### config.mk
export PLATFORM = sky130hd
export DESIGN_NAME = radix_digit_formatter
export DESIGN_NICKNAME = d
export VERILOG_FILES = /design/src/rtl/rdf_pkg.sv /design/src/rtl/rdf_ram.sv /design/src/rtl/rdf_alphabet.sv /design/src/rtl/rdf_datapath.sv /design/src/rtl/rdf_ctrl.sv /design/src/rtl/radix_digit_formatter.sv
export SDC_FILE = /design/constraint.sdc
export NUM_CORES = 2
export LEC_CHECK = 0
export BUFFER_PORTS_ARGS = -buffer_cell sky130_fd_sc_hd__buf_2
export CAP_MARGIN = 10
export CELL_PAD_IN_SITES_DETAIL_PLACEMENT = 1
export CELL_PAD_IN_SITES_GLOBAL_PLACEMENT = 2
export CORE_ASPECT_RATIO = 1.1
export CORE_MARGIN = 1
export CORE_UTILIZATION = 37
export DETAILED_ROUTE_END_ITERATION = 10
export HOLD_SLACK_MARGIN = 0.08
export PLACE_DENSITY_LB_ADDON = 0.1
export RECOVER_POWER = 50
export SLEW_MARGIN = 20
export SYNTH_ARGS = -nofsm -noshare
export SYNTH_HDL_FRONTEND = slang
export SYNTH_SLANG_ARGS = --single-unit
### constraint.sdc
create_clock -name clk -period 14.95 [get_ports clk]
set_clock_uncertainty 0.15 [all_clocks]
set_input_delay 0.7475 -clock clk [delete_from_list [all_inputs] [get_ports clk]]
set_output_delay 0.7475 -clock clk [all_outputs]
set_load 0.02 [all_outputs]
### src/rtl/rdf_pkg.sv
// Shared types and constants for the radix digit formatter.
// No dependencies; every other rtl file but rdf_ram imports this package.
package rdf_pkg;

  localparam int DEF_VALUE_BITS = 64;
  localparam int IN_W           = 64;
  localparam int STEP_BITS      = 8;
  localparam int CHAR_W         = 8;
  localparam int NUM_CHARS      = 16;
  localparam int DIGIT_W        = 4;
  localparam int RADIX_W        = 5;
  localparam int TOTAL_W        = 7;
  localparam int CFG_IDX_W      = 2;
  localparam int CFG_DATA_W     = 64;
  localparam int MIN_RADIX      = 2;
  localparam int MAX_RADIX      = 16;

  localparam logic [CFG_IDX_W-1:0] CFG_ALPHABET_LENGTH = 2'd0;
  localparam logic [CFG_IDX_W-1:0] CFG_ALPHABET_LOW    = 2'd1;
  localparam logic [CFG_IDX_W-1:0] CFG_ALPHABET_HIGH   = 2'd2;

  // Controller to datapath commands
  typedef struct packed {
    logic load;      // capture new value, clear tally
    logic div_step;  // run one chunk of the long division
    logic fetch;     // read most significant stored digit
    logic emit;      // load output register, read next digit
    logic bad;       // load the invalid-alphabet result
  } rdf_cmd_t;

  // Datapath to controller status
  typedef struct packed {
    logic chunk_last;  // this division step finishes a digit
    logic quot_zero;   // quotient after this step is zero
    logic ptr_zero;    // digit being emitted is the last one
    logic slot_free;   // output register can take a result
  } rdf_sts_t;

endpackage

### src/rtl/rdf_ram.sv
// Generic single-write, single-read RAM with registered read data.
// No dependencies.
module rdf_ram #(
  parameter int WIDTH = 4,
  parameter int DEPTH = 64
) (
  input  logic                     clk,
  input  logic                     wr_en,
  input  logic [$clog2(DEPTH)-1:0] wr_addr,
  input  logic [WIDTH-1:0]         wr_data,
  input  logic                     rd_en,
  input  logic [$clog2(DEPTH)-1:0] rd_addr,
  output logic [WIDTH-1:0]         rd_data
);

  logic [WIDTH-1:0] mem_r [DEPTH];
  logic [WIDTH-1:0] rd_data_r;

  always_ff @(posedge clk) begin
    if (wr_en) begin
      mem_r[wr_addr] <= wr_data;
    end
    if (rd_en) begin
      rd_data_r <= mem_r[rd_addr];
    end
  end

  assign rd_data = rd_data_r;

endmodule

### src/rtl/rdf_alphabet.sv
// Alphabet configuration registers, validity check and digit-to-character lookup.
// Depends on rdf_pkg.
module rdf_alphabet
  import rdf_pkg::*;
(
  input  logic                  clk,
  input  logic                  rst_n,
  input  logic                  cfg_valid,
  output logic                  cfg_ready,
  input  logic [CFG_IDX_W-1:0]  cfg_index,
  input  logic [CFG_DATA_W-1:0] cfg_data,
  input  logic [DIGIT_W-1:0]    digit,
  output logic [CHAR_W-1:0]     digit_char,
  output logic [RADIX_W-1:0]    radix,
  output logic                  alph_ok
);

  logic [RADIX_W-1:0]          len_r;
  logic [CFG_DATA_W-1:0]       low_r;
  logic [CFG_DATA_W-1:0]       high_r;
  logic [NUM_CHARS*CHAR_W-1:0] chars;
  logic                        dup;

  assign cfg_ready = 1'b1;

  always_ff @(posedge clk) begin
    if (!rst_n) begin
      len_r  <= '0;
      low_r  <= '0;
      high_r <= '0;
    end else if (cfg_valid) begin
      unique case (cfg_index)
        CFG_ALPHABET_LENGTH: len_r  <= cfg_data[RADIX_W-1:0];
        CFG_ALPHABET_LOW:    low_r  <= cfg_data;
        CFG_ALPHABET_HIGH:   high_r <= cfg_data;
        default: ;
      endcase
    end
  end

  assign chars = {high_r, low_r};

  // Compare every pair inside the active alphabet
  always_comb begin
    dup = 1'b0;
    for (int i = 0; i < NUM_CHARS; i++) begin
      for (int j = i + 1; j < NUM_CHARS; j++) begin
        if ((RADIX_W'(j) < len_r) && (chars[i*CHAR_W +: CHAR_W] == chars[j*CHAR_W +: CHAR_W]))
          dup = 1'b1;
      end
    end
  end

  assign alph_ok    = (len_r >= RADIX_W'(MIN_RADIX)) && (len_r <= RADIX_W'(MAX_RADIX)) && !dup;
  assign radix      = len_r;
  assign digit_char = chars[{digit, 3'b000} +: CHAR_W];

endmodule

### src/rtl/rdf_datapath.sv
// Datapath: chunked long division by the radix, digit store, output register.
// Depends on rdf_pkg and rdf_ram.
module rdf_datapath
  import rdf_pkg::*;
#(
  parameter int VALUE_BITS = DEF_VALUE_BITS
) (
  input  logic               clk,
  input  logic               rst_n,
  input  rdf_cmd_t           cmd,
  output rdf_sts_t           sts,
  input  logic [IN_W-1:0]    in_number_value,
  input  logic [RADIX_W-1:0] radix,
  output logic [DIGIT_W-1:0] ram_digit,
  input  logic [CHAR_W-1:0]  digit_char,
  input  logic               out_ready,
  output logic               out_valid,
  output logic [CHAR_W-1:0]  out_char,
  output logic               out_alphabet_ok,
  output logic               out_run_last,
  output logic [TOTAL_W-1:0] out_char_total
);

  localparam int NCHUNK   = (VALUE_BITS + STEP_BITS - 1) / STEP_BITS;
  localparam int PAD_BITS = NCHUNK * STEP_BITS;
  localparam int CHUNK_W  = (NCHUNK > 1) ? $clog2(NCHUNK) : 1;
  localparam int ADDR_W   = $clog2(VALUE_BITS);
  localparam int CNT_W    = $clog2(VALUE_BITS + 1);

  logic [PAD_BITS-1:0]  div_r;
  logic [DIGIT_W-1:0]   rem_r;
  logic [CHUNK_W-1:0]   chunk_r;
  logic [CNT_W-1:0]     tally_r;
  logic [ADDR_W-1:0]    ptr_r;
  logic                 out_valid_r;
  logic [CHAR_W-1:0]    out_char_r;
  logic                 out_ok_r;
  logic                 out_last_r;
  logic [TOTAL_W-1:0]   out_total_r;

  logic [STEP_BITS-1:0] q_bits;
  logic [DIGIT_W-1:0]   rem_step;
  logic [RADIX_W-1:0]   trial;
  logic                 ge;
  logic [PAD_BITS-1:0]  div_nxt;
  logic                 digit_end;
  logic                 rd_en;
  logic [ADDR_W-1:0]    rd_addr;

  // One restoring step per dividend bit, STEP_BITS bits per cycle
  always_comb begin
    rem_step = rem_r;
    q_bits   = '0;
    trial    = '0;
    ge       = 1'b0;
    for (int i = 0; i < STEP_BITS; i++) begin
      trial = {rem_step, div_r[PAD_BITS-1-i]};
      ge    = (trial >= radix);
      q_bits[STEP_BITS-1-i] = ge;
      rem_step = ge ? DIGIT_W'(trial - radix) : DIGIT_W'(trial);
    end
  end

  assign div_nxt   = (div_r << STEP_BITS) | PAD_BITS'(q_bits);
  assign digit_end = cmd.div_step && (chunk_r == CHUNK_W'(NCHUNK - 1));

  always_ff @(posedge clk) begin
    if (!rst_n) begin
      div_r   <= '0;
      rem_r   <= '0;
      chunk_r <= '0;
      tally_r <= '0;
      ptr_r   <= '0;
    end else begin
      if (cmd.load) begin
        div_r   <= PAD_BITS'(in_number_value[VALUE_BITS-1:0]);
        rem_r   <= '0;
        chunk_r <= '0;
        tally_r <= '0;
      end else if (cmd.div_step) begin
        div_r <= div_nxt;
        if (digit_end) begin
          rem_r   <= '0;
          chunk_r <= '0;
          tally_r <= tally_r + 1'b1;
        end else begin
          rem_r   <= rem_step;
          chunk_r <= chunk_r + 1'b1;
        end
      end
      if (cmd.fetch) begin
        ptr_r <= ADDR_W'(tally_r - 1'b1);
      end else if (cmd.emit && (ptr_r != '0)) begin
        ptr_r <= ptr_r - 1'b1;
      end
    end
  end

  assign rd_en   = cmd.fetch || (cmd.emit && (ptr_r != '0));
  assign rd_addr = cmd.fetch ? ADDR_W'(tally_r - 1'b1) : ADDR_W'(ptr_r - 1'b1);

  rdf_ram #(
    .WIDTH (DIGIT_W),
    .DEPTH (VALUE_BITS)
  ) u_digit_store (
    .clk     (clk),
    .wr_en   (digit_end),
    .wr_addr (tally_r[ADDR_W-1:0]),
    .wr_data (rem_step),
    .rd_en   (rd_en),
    .rd_addr (rd_addr),
    .rd_data (ram_digit)
  );

  // Output register
  always_ff @(posedge clk) begin
    if (!rst_n) begin
      out_valid_r <= 1'b0;
    end else if (cmd.emit || cmd.bad) begin
      out_valid_r <= 1'b1;
    end else if (out_ready) begin
      out_valid_r <= 1'b0;
    end
  end

  always_ff @(posedge clk) begin
    if (cmd.emit) begin
      out_char_r  <= digit_char;
      out_ok_r    <= 1'b1;
      out_last_r  <= (ptr_r == '0);
      out_total_r <= (ptr_r == '0) ? TOTAL_W'(tally_r) : '0;
    end else if (cmd.bad) begin
      out_char_r  <= '0;
      out_ok_r    <= 1'b0;
      out_last_r  <= 1'b1;
      out_total_r <= '0;
    end
  end

  assign sts.chunk_last = (chunk_r == CHUNK_W'(NCHUNK - 1));
  assign sts.quot_zero  = (div_nxt == '0);
  assign sts.ptr_zero   = (ptr_r == '0);
  assign sts.slot_free  = !out_valid_r || out_ready;

  assign out_valid       = out_valid_r;
  assign out_char        = out_char_r;
  assign out_alphabet_ok = out_ok_r;
  assign out_run_last    = out_last_r;
  assign out_char_total  = out_total_r;

endmodule

### src/rtl/rdf_ctrl.sv
// Controller state machine: sequences division, digit readout and result loading.
// Depends on rdf_pkg.
module rdf_ctrl
  import rdf_pkg::*;
(
  input  logic     clk,
  input  logic     rst_n,
  input  logic     in_valid,
  output logic     in_ready,
  input  logic     alph_ok,
  input  rdf_sts_t sts,
  output rdf_cmd_t cmd
);

  typedef enum logic [5:0] {
    S_IDLE  = 6'b000001,
    S_CHECK = 6'b000010,
    S_DIV   = 6'b000100,
    S_FETCH = 6'b001000,
    S_EMIT  = 6'b010000,
    S_BAD   = 6'b100000
  } rdf_state_t;

  rdf_state_t state_r;
  rdf_state_t state_nxt;

  always_comb begin
    state_nxt = state_r;
    cmd       = '0;
    in_ready  = 1'b0;
    unique case (state_r)
      S_IDLE: begin
        in_ready = 1'b1;
        if (in_valid) begin
          cmd.load  = 1'b1;
          state_nxt = S_CHECK;
        end
      end
      S_CHECK: begin
        state_nxt = alph_ok ? S_DIV : S_BAD;
      end
      S_DIV: begin
        cmd.div_step = 1'b1;
        if (sts.chunk_last && sts.quot_zero)
          state_nxt = S_FETCH;
      end
      S_FETCH: begin
        cmd.fetch = 1'b1;
        state_nxt = S_EMIT;
      end
      S_EMIT: begin
        if (sts.slot_free) begin
          cmd.emit = 1'b1;
          if (sts.ptr_zero)
            state_nxt = S_IDLE;
        end
      end
      S_BAD: begin
        if (sts.slot_free) begin
          cmd.bad   = 1'b1;
          state_nxt = S_IDLE;
        end
      end
      default: state_nxt = S_IDLE;
    endcase
  end

  always_ff @(posedge clk) begin
    if (!rst_n) begin
      state_r <= S_IDLE;
    end else begin
      state_r <= state_nxt;
    end
  end

endmodule

### src/rtl/radix_digit_formatter.sv
// Radix digit formatter top level: converts an unsigned value to alphabet digits.
// Depends on rdf_pkg, rdf_alphabet, rdf_ctrl, rdf_datapath (which holds rdf_ram).
//
//   channel  direction  handshake              payload
//   in_      request    in_valid / in_ready    in_number_value
//   out_     result     out_valid / out_ready  out_char, out_alphabet_ok,
//                                              out_run_last, out_char_total
//   cfg_     write      cfg_valid / cfg_ready  cfg_index, cfg_data
//
// Division: each digit takes one full pass of the long division over the value
// (8 dividend bits per cycle through the shared long-division step), then the
// digits are emitted one per cycle while the output register can take them.
// An invalid alphabet gives one result.
// Reset: synchronous, active low; clears the alphabet to length 0 and the FSM to idle.
// Stalls: out_ready low holds the output register and the digit readout; a new
// request is taken while the last result of the previous one still waits.
module radix_digit_formatter
  import rdf_pkg::*;
#(
  parameter int VALUE_BITS = DEF_VALUE_BITS
) (
  input  logic                  clk,
  input  logic                  rst_n,
  // request channel
  input  logic                  in_valid,
  output logic                  in_ready,
  input  logic [IN_W-1:0]       in_number_value,
  // result channel
  output logic                  out_valid,
  input  logic                  out_ready,
  output logic [CHAR_W-1:0]     out_char,
  output logic                  out_alphabet_ok,
  output logic                  out_run_last,
  output logic [TOTAL_W-1:0]    out_char_total,
  // configuration write channel
  input  logic                  cfg_valid,
  output logic                  cfg_ready,
  input  logic [CFG_IDX_W-1:0]  cfg_index,
  input  logic [CFG_DATA_W-1:0] cfg_data
);

  rdf_cmd_t           cmd;
  rdf_sts_t           sts;
  logic [DIGIT_W-1:0] ram_digit;
  logic [CHAR_W-1:0]  digit_char;
  logic [RADIX_W-1:0] radix;
  logic               alph_ok;

  // Alphabet registers, duplicate check and character lookup
  rdf_alphabet u_alphabet (
    .clk        (clk),
    .rst_n      (rst_n),
    .cfg_valid  (cfg_valid),
    .cfg_ready  (cfg_ready),
    .cfg_index  (cfg_index),
    .cfg_data   (cfg_data),
    .digit      (ram_digit),
    .digit_char (digit_char),
    .radix      (radix),
    .alph_ok    (alph_ok)
  );

  // Sequencer: check, divide, fetch, emit, or report an invalid alphabet
  rdf_ctrl u_ctrl (
    .clk      (clk),
    .rst_n    (rst_n),
    .in_valid (in_valid),
    .in_ready (in_ready),
    .alph_ok  (alph_ok),
    .sts      (sts),
    .cmd      (cmd)
  );

  // Division engine, digit store and output register
  rdf_datapath #(
    .VALUE_BITS (VALUE_BITS)
  ) u_datapath (
    .clk             (clk),
    .rst_n           (rst_n),
    .cmd             (cmd),
    .sts             (sts),
    .in_number_value (in_number_value),
    .radix           (radix),
    .ram_digit       (ram_digit),
    .digit_char      (digit_char),
    .out_ready       (out_ready),
    .out_valid       (out_valid),
    .out_char        (out_char),
    .out_alphabet_ok (out_alphabet_ok),
    .out_run_last    (out_run_last),
    .out_char_total  (out_char_total)
  );

  // Never overwrite a result that is still waiting
  a_no_overwrite: assert property (@(posedge clk) disable iff (!rst_n)
    (cmd.emit || cmd.bad) |-> (!out_valid || out_ready))
    else $error("result loaded over a pending result");

  // A taken request makes the block busy on the next cycle
  a_busy_after_accept: assert property (@(posedge clk) disable iff (!rst_n)
    (in_valid && in_ready) |=> !in_ready)
    else $error("request accepted while busy");

  // The invalid-alphabet result is a lone, empty, final result
  a_bad_result: assert property (@(posedge clk) disable iff (!rst_n)
    (out_valid && !out_alphabet_ok) |-> (out_run_last && (out_char_total == '0)
      && (out_char == '0)))
    else $error("malformed invalid-alphabet result");

  // Count only on the final digit, and never above the digit store depth
  a_total_range: assert property (@(posedge clk) disable iff (!rst_n)
    (out_valid && out_alphabet_ok) |-> (out_run_last ? ((out_char_total != '0)
      && (out_char_total <= TOTAL_W'(VALUE_BITS))) : (out_char_total == '0)))
    else $error("character count out of place");

endmodule

==> impl_metrics.env <==
export IMPL_grt_setup_unrepaired="false"
export IMPL_layout_nets=3658
export IMPL_setup_tns_final_ns=0
export IMPL_antenna_violations_before_repair=8
export IMPL_clock_sinks=501
export IMPL_ys_seq_elements=501
export IMPL_share_of_flip_flops_with_an_asynchronous_set_or_reset_after_synthesis=0
export IMPL_post_cts_setup_buffers=0
export IMPL_postCtsResizedCells=0
export IMPL_worst_skew_pair_late_latency_ns=0.67
export IMPL_synth_cells_most_frequent="xnor2_1, nand2_1, xor2_1"
export IMPL_synth_most_common_cell="xnor2_1"
export IMPL_share_comb_of_total_power=0.465
export IMPL_finalSetupViolCount=0
export IMPL_total_global_route_track_usage=0.298
export IMPL_wl_per_cell_um=30.1
export IMPL_drtAntennaViolNets=0
export IMPL_r2r_start="u_alphabet.radix[4]"
export IMPL_synth_cell_type_count=73
export IMPL_critical_path_endpoint_type="flip-flop"
export IMPL_hold_class="in -> reg"
export IMPL_timing_critical_path_slowest_cell_delay_ns=0.77
export IMPL_number_of_h_tree_branching_levels=2
export IMPL_gp_congestion=0.931
export IMPL_clkSlewWorstSetupHoldPaths_ns=0.06
export IMPL_ff2ff_path_depth=49
export IMPL_boundaryPins=155
export IMPL_critPathMostFrequentCell="a21o_1"
export IMPL_critPathRequiredTime_ns=15.27
export IMPL_post_cts_hold_buffer_count=0
export IMPL_detailroute_via_count=27700
export IMPL_n_fill_cell=10200
export IMPL_outcome="finished with violations"
export IMPL_synth_enable_flop_cells=276
export IMPL_synth_cell_area_mm2=0.0343
export IMPL_min_path_cells=3
export IMPL_floorplan_die_area_mm2=0.0940
export IMPL_max_vdd_ir_drop_v=0.00182
export IMPL_power_per_cell_area_mw_per_mm2=282
export IMPL_worst_path_dominant_cell_family="compound AO/OA/AOI/OAI gates"
export IMPL_timing_max_transition_violations_final=416
export IMPL_detail_route_first_pass_iterations=5
export IMPL_syn2layout_area_growth_pct=9.93
export IMPL_die_height_um=321
export IMPL_port_buffers=153
export IMPL_power_switching_fraction=0.416
export IMPL_tritoncts="yes"
export IMPL_largest_net_degree_at_the_start_of_global_routing=76
export IMPL_vias_per_cell=5.90
export IMPL_initial_core_util=0.375
export IMPL_yosys_area_top_type="edfxtp_1"
export IMPL_power_share_sequential=0.406
export IMPL_synthesized_area_per_cell_um2=9.84
export IMPL_drt_wl_total_mm=141
export IMPL_worst_path_stages=49
export IMPL_finalCritPeriodShare=0.927
export IMPL_worstPathMaxFanout=18
export IMPL_timing_rr_end="u_ctrl.state_r[1]"
export IMPL_timing_slew_headroom=-1.47
export IMPL_placementRows=116
export IMPL_drive_gt1_frac=0.143
export IMPL_synthCells=3489
export IMPL_synth_nets=3676
export IMPL_finalHoldViolCount=0
export IMPL_critical_path_type="reg -> reg"
export IMPL_synth_warnings=0
export IMPL_tightest_slew_ns=3.70
export IMPL_first_global_vias=29500
export IMPL_postSynth_topFlopCell="edfxtp_1"
export IMPL_leakagePower_uw=0.0139
export IMPL_core_area_mm2=0.0914
export IMPL_power_report_internal_total_uw=6220
export IMPL_cp_arrival_ns=14.18
export IMPL_die_width_um=292
export IMPL_remaining_drc_errors=0
export IMPL_power_switching_uw=4430
export IMPL_failed_checks="max-capacitance violations, max-slew violations"
export IMPL_gr_total_overflow=0
export IMPL_clk_root_buffer_cell="clkbuf_16"
export IMPL_synth_seq_area_share=0.373
export IMPL_grt_first_pass_wirelength_mm=206
export IMPL_timing_max_cap_violations=8
export IMPL_dp_hpwl_mm=91.4
export IMPL_synth_top_area_share=0.241
export IMPL_timing_critical_path_from_type="flip-flop"
export IMPL_synth_area_leaders="edfxtp_1, xnor2_1, dfxtp_1"
export IMPL_power_total_uw=10700
export IMPL_critical_path_endpoint="u_ctrl.state_r[1]"
export IMPL_initialDrtViolationCount=2274
export IMPL_critical_path_slowest_cell="dfxtp_1"
export IMPL_period_minus_slack_ns=13.86
export IMPL_clkPwrFrac=0.129
export IMPL_cts_inserted_buffers=55
export IMPL_r2r_slack_ns=1.09
export IMPL_fmax_mhz=72.2
export IMPL_max_clock_path_buffers=3
export IMPL_startpoint="u_alphabet.radix[4]"
export IMPL_critPathBufInv=7
## registers in the layout, summed over array words and instances, names as in the netlist, 4 cells and up
signal and cells:
u_datapath.rem_r 4, u_datapath.u_digit_store.mem_r 256, u_alphabet.high_r 64, u_alphabet.radix 5
u_datapath.u_digit_store.rd_data 4, u_ctrl.state_r 6, u_datapath.out_char_total 7, u_datapath.out_char 8
u_datapath.div_r 64, u_alphabet.low_r 64, u_datapath.tally_r 7, u_datapath.ptr_r 6
## layout make-up
cell class | count | area, um2 | share of cell area
well taps | 1180 | 1480 | 0.0391
multi-input cells | 2572 | 19600 | 0.520
clock buffers | 70 | 1450 | 0.0385
clock inverters | 31 | 348 | 0.00922
diodes | 1 | 2.50 | 0.0000663
inverters | 32 | 121 | 0.00322
repair buffers | 309 | 1900 | 0.0503
flip-flops and latches | 501 | 12800 | 0.339
## cells in the final DEF (no fill, tap or decap), drive strengths merged, types with 17 or more instances in the layout
cell type  instances
xnor2            645
nand2            367
xor2             340
buf              282
edfxtp           276
a21oi            246
dfxtp            225
nand4            147
nor2             135
nor4             121
clkbuf            97
mux4              96
mux2i             82
a22oi             71
ha                44
nor3              35
inv               31
nand3             29
a21o              28
clkinv            24
a211oi            23
o21ai             17
## worst min-delay path, stage by stage
cell and delay, ns:
buf_2 0.11, nand2_1 0.05, a21oi_1 0.05
## worst min-delay path by stage
stage,startpoint,endpoint,slack (ns)
2_1_floorplan,u_datapath.div_r[57],u_datapath.div_r[57],0.29
3_3_place_gp,u_alphabet.high_r[59],u_alphabet.high_r[59],0.30
3_5_place_dp,u_datapath.div_r[58],u_datapath.div_r[58],0.30
4_1_cts,cfg_data[30],u_alphabet.low_r[30],0.16
5_1_grt,cfg_data[28],u_alphabet.low_r[28],0.18
6_report,cfg_data[30],u_alphabet.low_r[30],0.20
## cells by family after synthesis
logic type	share of synthesized area
XOR/XNOR	0.251
buffers and inverters	0.0581
multiplexers	0.0915
flip-flops	0.373
other	0.000109
AND/OR/NAND/NOR	0.129
AO/OA/AOI/OAI	0.0764
adder cells (fa/ha/maj)	0.0207
## through the flow
| step | instance area (um2) | utilization | instances | setup slack [ns] | hold slack [ns] |
|---|---|---|---|---|---|
| 2_1_floorplan | 34300 | - | 3489 | 0.650 | 0.286 |
| 3_3_place_gp | 36000 | 0.393 | 4593 | 1.42 | 0.296 |
| 3_5_place_dp | 36000 | 0.393 | 4593 | 0.998 | 0.298 |
| 4_1_cts | 37800 | 0.413 | 4694 | 0.914 | 0.158 |
| 5_1_grt | 37700 | 0.413 | 4695 | 0.270 | 0.181 |
| 6_report | 37700 | 0.413 | 4696 | 1.09 | 0.201 |
## power groups by stage
stage | Clock, uW | Combinational, uW | Sequential, uW
finish | 1370 | 4950 | 4330
global route | 1450 | 5310 | 4170
CTS | 1400 | 4610 | 3900
detailed placement | 0 | 4590 | 3940
global placement | 0 | 4430 | 4070
floorplan | 0 | 2440 | 3710
## layer usage
| metal | global-route usage | vias up | wire length, um |
|---|---|---|---|
| met2 | 0.513 | 1080 | 68600 |
| met5 | 0 | - | 80 |
| met1 | 0.358 | 14100 | 55700 |
| met3 | 0.0471 | 421 | 8680 |
| li1 | - | 12100 | - |
| met4 | 0.156 | 12 | 8160 |
(Power assumes the default switching activity.)
